--- src/rtl/core/smo_pkg.sv ---
// Shared types and constants for the sparse memory object emitter.
`timescale 1ns / 1ps
package smo_pkg;

    localparam logic [1:0] REQ_CLEAR  = 2'd0;
    localparam logic [1:0] REQ_DEFINE = 2'd1;
    localparam logic [1:0] REQ_FETCH  = 2'd2;
    localparam logic [1:0] REQ_EMIT   = 2'd3;

    localparam logic [3:0] PH_MAGIC0   = 4'd0;
    localparam logic [3:0] PH_MAGIC1   = 4'd1;
    localparam logic [3:0] PH_MAGIC2   = 4'd2;
    localparam logic [3:0] PH_MAGIC3   = 4'd3;
    localparam logic [3:0] PH_ENTRY_HI = 4'd4;
    localparam logic [3:0] PH_ENTRY_LO = 4'd5;
    localparam logic [3:0] PH_COUNT    = 4'd6;
    localparam logic [3:0] PH_ADDR_HI  = 4'd7;
    localparam logic [3:0] PH_ADDR_LO  = 4'd8;
    localparam logic [3:0] PH_WORD_HI  = 4'd9;
    localparam logic [3:0] PH_WORD_LO  = 4'd10;

    localparam logic [7:0] MAGIC [4] = '{8'h4F, 8'h42, 8'h4A, 8'h38};

    typedef enum logic [3:0] {
        ST_CLEAR,
        ST_IDLE,
        ST_ACC,
        ST_SEEK,
        ST_SEEKCHK,
        ST_MEAS,
        ST_MEASCHK,
        ST_DONE
    } t_state;

    typedef struct packed {
        logic accept;
        logic clr_step;
        logic acc;
        logic seek_end;
        logic seek_hit;
        logic seek_miss;
        logic meas_inc;
        logic meas_fin;
    } t_cmd;

    typedef struct packed {
        logic [1:0] in_type;
        logic       addr_ok;
        logic [1:0] req_type;
        logic [3:0] phase;
        logic       pos_ge_end;
        logic       pos1_ge_end;
        logic       scan_end;
        logic       meas_stop;
        logic       rmark;
        logic       clr_last;
    } t_stat;

endpackage

--- src/rtl/core/smo_ctrl.sv ---
// Controller: sequences clearing sweep, store accesses and the emit scans.
`timescale 1ns / 1ps
module smo_ctrl import smo_pkg::*; (
    input  logic  i_clk,
    input  logic  i_rst_n,
    input  logic  i_in_valid,
    output logic  o_in_ready,
    output logic  o_out_valid,
    input  logic  i_out_ready,
    input  t_stat i_stat,
    output t_cmd  o_cmd
);
    t_state r_state, n_state;
    logic   r_ov, r_clr_res, n_clr_res;
    logic   xfer;

    assign o_in_ready  = (r_state == ST_IDLE) && (!r_ov || i_out_ready);
    assign xfer        = i_in_valid && o_in_ready;
    assign o_out_valid = r_ov;

    always_comb begin
        n_state   = r_state;
        n_clr_res = r_clr_res;
        case (r_state)
            ST_CLEAR: begin
                if (i_stat.clr_last) begin
                    n_state = r_clr_res ? ST_DONE : ST_IDLE;
                end
            end
            ST_IDLE: begin
                if (xfer) begin
                    case (i_stat.in_type)
                        REQ_CLEAR: begin
                            n_state   = ST_CLEAR;
                            n_clr_res = 1'b1;
                        end
                        REQ_DEFINE, REQ_FETCH: begin
                            n_state = i_stat.addr_ok ? ST_ACC : ST_DONE;
                        end
                        default: begin
                            case (i_stat.phase)
                                PH_ENTRY_LO: n_state = ST_SEEK;
                                PH_COUNT:    n_state = ST_MEAS;
                                PH_ADDR_LO:  n_state = i_stat.pos_ge_end ? ST_SEEK : ST_DONE;
                                PH_MAGIC0, PH_MAGIC1, PH_MAGIC2, PH_MAGIC3, PH_ENTRY_HI,
                                PH_ADDR_HI:
                                    n_state = ST_DONE;
                                default:     n_state = ST_ACC;
                            endcase
                        end
                    endcase
                end
            end
            ST_ACC: begin
                if (i_stat.req_type == REQ_EMIT && i_stat.phase != PH_WORD_HI &&
                    i_stat.pos1_ge_end) begin
                    n_state = ST_SEEK;
                end else begin
                    n_state = ST_DONE;
                end
            end
            ST_SEEK:    n_state = i_stat.scan_end ? ST_DONE : ST_SEEKCHK;
            ST_SEEKCHK: n_state = i_stat.rmark ? ST_DONE : ST_SEEK;
            ST_MEAS:    n_state = i_stat.meas_stop ? ST_DONE : ST_MEASCHK;
            ST_MEASCHK: n_state = i_stat.rmark ? ST_MEAS : ST_DONE;
            ST_DONE:    n_state = ST_IDLE;
            default:    n_state = ST_IDLE;
        endcase
    end

    always_comb begin
        o_cmd = '0;
        case (r_state)
            ST_CLEAR:   o_cmd.clr_step = 1'b1;
            ST_IDLE:    o_cmd.accept   = xfer;
            ST_ACC:     o_cmd.acc      = 1'b1;
            ST_SEEK:    o_cmd.seek_end = i_stat.scan_end;
            ST_SEEKCHK: begin
                o_cmd.seek_hit  = i_stat.rmark;
                o_cmd.seek_miss = !i_stat.rmark;
            end
            ST_MEAS:    o_cmd.meas_fin = i_stat.meas_stop;
            ST_MEASCHK: begin
                o_cmd.meas_inc = i_stat.rmark;
                o_cmd.meas_fin = !i_stat.rmark;
            end
            default: o_cmd = '0;
        endcase
    end

    always_ff @(posedge i_clk) begin
        if (!i_rst_n) begin
            r_state   <= ST_CLEAR;
            r_clr_res <= 1'b0;
            r_ov      <= 1'b0;
        end else begin
            r_state   <= n_state;
            r_clr_res <= (r_state == ST_DONE) ? 1'b0 : n_clr_res;
            if (r_state == ST_DONE) begin
                r_ov <= 1'b1;
            end else if (i_out_ready) begin
                r_ov <= 1'b0;
            end
        end
    end

`ifndef NO_ASSERTIONS
    a_xfer_clears_out: assert property (@(posedge i_clk) disable iff (!i_rst_n)
        xfer |=> !r_ov) else $error("result still pending after new transfer");
    a_done_shows: assert property (@(posedge i_clk) disable iff (!i_rst_n)
        (r_state == ST_DONE) |=> r_ov) else $error("finished request gave no result");
    a_no_take_in_sweep: assert property (@(posedge i_clk) disable iff (!i_rst_n)
        (r_state == ST_CLEAR) |-> !o_in_ready) else $error("transfer taken during sweep");
`endif
endmodule

--- config.mk ---
export PLATFORM = sky130hd
export DESIGN_NAME = smo_ctrl
export DESIGN_NICKNAME = d
export VERILOG_FILES = /design/src/rtl/core/smo_pkg.sv /design/src/rtl/core/smo_ctrl.sv
export SDC_FILE = /design/constraint.sdc
export NUM_CORES = 1
export LEC_CHECK = 0
export ABC_AREA = 1
export ABC_CLOCK_PERIOD_IN_PS = 2600
export BUFFER_PORTS_ARGS = -buffer_cell sky130_fd_sc_hd__buf_2
export CAP_MARGIN = 20
export CORE_AREA = 3 3 40 42
export CTS_BUF_LIST = sky130_fd_sc_hd__clkbuf_16
export DETAILED_ROUTE_END_ITERATION = 7
export DIE_AREA = 0 0 43 45
export PLACE_DENSITY = 0.81
export SLEW_MARGIN = 20
export SYNTH_ARGS = -nofsm -noshare
export SYNTH_HDL_FRONTEND = slang
export SYNTH_SLANG_ARGS = --single-unit
--- constraint.sdc ---
create_clock -name i_clk -period 2.6 [get_ports i_clk]
set_clock_uncertainty 0.15 [all_clocks]
set_input_delay 0 -clock i_clk [delete_from_list [all_inputs] [get_ports i_clk]]
set_output_delay 0 -clock i_clk [all_outputs]
set_load 0.02 [all_outputs]
==> results of run 1 <==
metrics by stage:
step | util (%) | hold slack, ps | instance area (um2) | instances
after floorplan | - | -70.2 | 564 | 106
after global placement | 56.3 | 126 | 723 | 149
after detailed placement | 56.3 | 135 | 723 | 149
after CTS | 64.8 | 32.5 | 832 | 156
after global routing | 64.8 | 68.7 | 832 | 156
final | 64.8 | 29.5 | 832 | 156
power groups by stage:
| stage | Combinational, W | Sequential (W) | Clock (W) |
|---|---|---|---|
| after global placement | 0.000201 | 0.000105 | 0 |
| after global routing | 0.000240 | 0.000107 | 0.000260 |
| after floorplan | 0.000147 | 0.000103 | 0 |
| after CTS | 0.000213 | 0.000105 | 0.000253 |
| after detailed placement | 0.000205 | 0.000106 | 0 |
| final | 0.000213 | 0.000106 | 0.000250 |
area by class of cell:
cell class | count | area, um2 | share of cell area, %
Clock buffer | 3 | 75.1 | 9.02
Clock inverter | 1 | 3.75 | 0.451
Tap cell | 15 | 18.8 | 2.26
Multi-Input combinational cell | 75 | 367 | 44.1
Inverter | 26 | 97.6 | 11.7
Sequential cell | 5 | 100 | 12.0
Timing Repair Buffer | 31 | 170 | 20.5
flip-flops by register name, summed over array words and instances, names as in the netlist:
| name | count |
|---|---|
| r_clr_res | 1 |
| o_out_valid | 1 |
| r_state | 3 |
cells by family (layout without fill, tap and decap cells):
family	after synthesis	after routing	share of synthesized area [%]
flip-flops	5	5	17.7
adder cells (fa/ha/maj)	2	2	4.43
AND/OR/NAND/NOR	68	68	55.2
AO/OA/AOI/OAI	5	5	5.32
buffers and inverters	26	61	17.3
worst max path at each step:
stage	start	endpoint	slack, ps	cells after the start
floorplan	r_state[0]	r_clr_res	1290	6
global placement	r_state[1]	r_state[2]	1250	7
detailed placement	r_state[1]	r_state[2]	1250	7
CTS	r_state[1]	r_state[0]	810	7
global route	r_state[1]	r_state[0]	630	7
finish	r_state[1]	r_state[0]	750	7
worst min-delay path: cells and delay by family:
family | cells | cell delay (ps)
simple gates | 2 | 110
buf+inv | 2 | 200
compound gates | 1 | 40
what timing repair did:
item | CTS | global route
hold buffers | 3 | 0
endpoints found under the hold margin | 5 | 0
buffers inserted | 0 | 0
per-layer routing:
layer / part of all wire [%] / vias up / GRT usage, %
li1: - / 388 / -
met1: 40 / 312 / 20.5
met2: 52 / 22 / 29.9
met3: 5.5 / 4 / 4.78
met4: 2.0 / 0 / 7.23
met5: 0 / - / 0
layout by cell type (no fill, tap or decap), types with 2 or more instances in the layout:
| cell type | instances |
|---|---|
| dlygate4sd3_1 | 3 |
| dfxtp_1 | 5 |
| nor2_1 | 24 |
| a21oi_1 | 2 |
| nand2_1 | 23 |
| inv_1 | 26 |
| clkbuf_16 | 3 |
| nor2_2 | 2 |
| ha_1 | 2 |
| nand3_1 | 13 |
| buf_2 | 28 |
==> results.cfg, run 1 <==
[pwr]
switching_share_pct = 35.8
p_clk_share_pct = 43.9
vdd.ir_drop.worst_mv = 0.591
intPower_w = 0.000365
p_leak_nw = 0.525
p_sw_w = 0.000203
power_density_nw_per_um2 = 684
power_w = 0.000569
combPwrFrac_pct = 37.5
power_frac_seq_pct = 18.7

[logic_synthesis]
synth_edf_count = 0
syn_avg_cell_area_um2 = 5.32
postSynth.asyncResetShare_pct = 0
synth_nets = 127
synth_ff_type = dfxtp_1
yosysMostFrequentCell = inv_1
ys_warn_count = 0
syn-cell-area_um2 = 564
yosysSeqAreaShare_pct = 17.7
synth.area.top_cells = dfxtp_1 (18%), inv_1 (17%), nor2_1 (16%)
synth-seq-cells = 5
ys_types = 18
yosysTopAreaCell = dfxtp_1
synth_cells = 106
yosys-top-cells-count = inv_1 (25), nor2_1 (24), nand2_1 (23), nand3_1 (13), dfxtp_1 (5)
synth_top_area_share_pct = 17.7

[cells_and_area]
nFillCells = 131
fin_nets = 163
diodes = 0
area_delta_synth_final_pct = 47.5
drive_gt1_share_pct = 27.7

[routing]
detail_route.wl_per_cell_um = 9.60
ant_nets = 0
vias_per_cell = 4.65
drt-pass1-iter-count = 4
wirelength_um = 1500
drt-initial-drc-count = 15
drc_errors = 0
num_vias = 726

[setup_path]
path_max_fanout = 7
path_buf_inv = 2
slowest_delay_ps = 540
path_class = reg2reg
startpoint_type = flip-flop
critPathTopFamily = buffers and inverters
ff2ff_setup_slack_ps = 750
critPathArrivalTime_ps = 1820
reg2reg_to = r_state[0]
crit_chain = nor2_1, nand2_1, nor2_1, inv_1, nand2_1, dlygate4sd3_1, nor2_1
worstSetupEndpointType = flip-flop
ff2ff_path_depth = 7
cpMostUsedCell = nor2_1
required_ps = 2570
crit_slowest_cell = dlygate4sd3_1
r2r_start = r_state[1]

[clock_tree]
path_clk_slew_ps = 30
cts.repair.resized = 0
cts_buffers = 3
clockBufferDepth = 2
cts_sinks = 5
clock_latency_ps = 230
cts_tree = yes
cts_root_buf = clkbuf_16
ctsHtreeMaxLevel = 1

[worst_hold_path]
hp-class = in2reg
hold_end = r_clr_res
min_path_cells = 5
hold_start = i_in_valid

[timing]
fin_ws_ps = 754
hold_viol = 0
worstMarginPinSlew_ps = 286
fin_crit_sh_pct = 71.0
grt_setup_unrepaired = no
finalCriticalPeriod_ps = 1850
relSlewSlack_pct = 80.9
fin_tns_setup_ps = 0
fmax_mhz = 542
final_max_slew_viol_count = 0
setup_viol = 0

[run]
drv_cap = 0

[floorplanning]
die_area_um2 = 1940
die_w_um = 43
core_area_um2 = 1280
die_h_um = 45
rows = 13
io_pins = 29
initial_core_util_pct = 43.9

[place]
gp_congestion = 0.854
io_buffers = 28
post-dp-hpwl_um = 1190
place_ws_ps = 1250

[outcome]
outcome = finished clean

[global_routing]
grt_start_max_net_pins = 8
overflow = 0
grt_pass1_vias = 657
grt_pass1_wl_um = 2570
grt_usage_pct = 17.4
antenna_found_initial = 0
Power figures use the tool's default switching activity.
==> run 2, diff against run 1 <==
--- a/config.mk
+++ b/config.mk
@@ -6,14 +6,14 @@
 export NUM_CORES = 1
 export LEC_CHECK = 0
 export ABC_AREA = 1
-export ABC_CLOCK_PERIOD_IN_PS = 2600
+export ABC_CLOCK_PERIOD_IN_PS = 1600
 export BUFFER_PORTS_ARGS = -buffer_cell sky130_fd_sc_hd__buf_2
 export CAP_MARGIN = 20
-export CORE_AREA = 3 3 40 42
+export CORE_MARGIN = 3
+export CORE_UTILIZATION = 39
 export CTS_BUF_LIST = sky130_fd_sc_hd__clkbuf_16
 export DETAILED_ROUTE_END_ITERATION = 7
-export DIE_AREA = 0 0 43 45
-export PLACE_DENSITY = 0.81
+export PLACE_DENSITY = 0.79
 export SLEW_MARGIN = 20
 export SYNTH_ARGS = -nofsm -noshare
 export SYNTH_HDL_FRONTEND = slang
==> constraint.sdc (replaced) <==
create_clock -name i_clk -period 1.6 [get_ports i_clk]
set_clock_uncertainty 0.15 [all_clocks]
set_input_delay 0 -clock i_clk [delete_from_list [all_inputs] [get_ports i_clk]]
set_output_delay 0 -clock i_clk [all_outputs]
set_load 0.02 [all_outputs]
==> run 2 against run 1 <==
Net effect: global-route usage decreased by 1.8 points; largest cell class unchanged; register-to-register slack got worse by 500 ps; design area unchanged; critical path type is now reg2out; die area increased by 0.23%; power increased by 59%; sequential power increased by 61%; count of clock-buffer cells in the layout unchanged; hold slack improved by 4.7 ps; core utilization decreased by 2.4 points; sequential cell count unchanged.
==> results.cfg, run 2 (synthesis gave the netlist of run 1 again) <==
[pwr]
p_leak_nw = 0.526
power_density_nw_per_um2 = 1090
vdd.ir_drop.worst_mv = 0.800

[cells_and_area]
layout_common_cells = buf_2 (28), inv_1 (26), nor2_1 (24)
design_area_um2 = 832
largest_reg_flops = 3
drive_gt1_share_pct = 27.7
diodes = 0
area_delta_synth_final_pct = 47.5
fin_nets = 163
final_common_cell = buf_2
regMostFlops = r_state
fin_cells = 156

[clock_tree]
cts_buffers = 3
cts_tree = yes
cts_hold_buf = 3
post_cts_buffers = 0
clock_latency_ps = 230
cts.repair.resized = 0
ctsHtreeMaxLevel = 1
cts_root_buf = clkbuf_16
cts_sinks = 5
path_clk_slew_ps = 30
clockBufferDepth = 2

[place]
dpl_cell_area_um2 = 723
io_buffers = 28
post-dp-hpwl_um = 1200
placedCellCount = 149
gp_congestion = 0.833

[setup_path]
critPathArrivalTime_ps = 1270
path_class = reg2out
crit_slowest_cell = dfxtp_1
worstSetupEndpointType = primary output
critPathTopFamily = flip-flops
path_buf_inv = 1
startpoint_type = flip-flop
slowest_delay_ps = 470
r2r_start = r_state[1]
path_max_fanout = 7
startpoint = r_state[1]
required_ps = 1450
crit_chain = nand3_1, o22ai_1, buf_2
ff2ff_setup_slack_ps = 250

[routing]
num_vias = 709
vias_per_cell = 4.54
drt-initial-drc-count = 11
drt-pass1-iter-count = 4
wirelength_um = 1360
drc_errors = 0
detail_route.wl_per_cell_um = 8.71
ant_nets = 0

[global_routing]
grt_pass1_vias = 631
antenna_found_initial = 0
grt_start_max_net_pins = 8
grt_usage_pct = 15.6
overflow = 0
grt_pass1_wl_um = 2330

[timing]
worstMarginPinSlew_ps = 278
finalCriticalPeriod_ps = 1420
grt_setup_unrepaired = no
hold_viol = 0
final_max_slew_viol_count = 0
setup_viol = 0
fin_crit_sh_pct = 88.9
fin_tns_setup_ps = 0
fmax_mhz = 703
relSlewSlack_pct = 81.4

[floorplanning]
die_h_um = 44.0
io_pins = 29
rows = 13
core_area_um2 = 1330
die_area_um2 = 1940
initial_core_util_pct = 42.3
die_w_um = 44.0

[worst_hold_path]
hp-class = in2reg
hold_start = i_in_valid

[outcome]
outcome = finished clean

[run]
drv_cap = 0
==> run 2: cell counts in the layout (fill, tap and decap cells not counted) <==
No cell type changed its count.
==> run 2: tightest hold or removal path, cell delays in order <==
cell	delay (ps)
buf_2	100
inv_1	90
nor3_4	50
nand2_1	60
a21oi_2	40
==> run 2: metal layers <==
metal / global-route usage [%] / up-vias / wire length, um
li1: - / 389 / -
met1: 18.1 / 306 / 591
met2: 27.0 / 14 / 692
met3: 7.32 / 0 / 74
met4: 1.81 / 0 / 0
met5: 0 / - / 0
==> run 2: final timing paths <==
check / end / depth (start not counted)
worst max-delay path: o_cmd[0] / 3
worst min-delay path: r_clr_res / 5
worst max register to register: r_state[1] / 7
worst min register to register: r_clr_res / 2
==> run 2: per-stage QoR <==
step	worst slack [ps]	hold slack, ps	util, %	total power, W
2_1_floorplan	286	-70.2	-	0.000407
3_3_place_gp	253	125	54.2	0.000497
3_5_place_dp	262	127	54.2	0.000503
4_1_cts	176	36.3	62.4	0.000913
5_1_grt	87.3	56.0	62.4	0.000974
6_report	177	34.2	62.4	0.000907
==> run 2: power by group <==
| part | internal (W) | leakage [nW] | switching (W) |
|---|---|---|---|
| logic | 0.000123 | 0.442 | 0.000211 |
| clock network | 0.000323 | 0.0423 | 0.0000781 |
| registers | 0.000143 | 0.0408 | 0.0000275 |
==> run 2: area by class of cell <==
| class | instances | area, um2 |
|---|---|---|
| clock inverters | 1 | 3.75 |
| inverters | 26 | 97.6 |
| well taps | 15 | 18.8 |
| fillers | 139 | 502 |
| clock buffers | 3 | 75.1 |
| flip-flops and latches | 5 | 100 |
| repair buffers | 31 | 170 |
| multi-input cells | 75 | 367 |
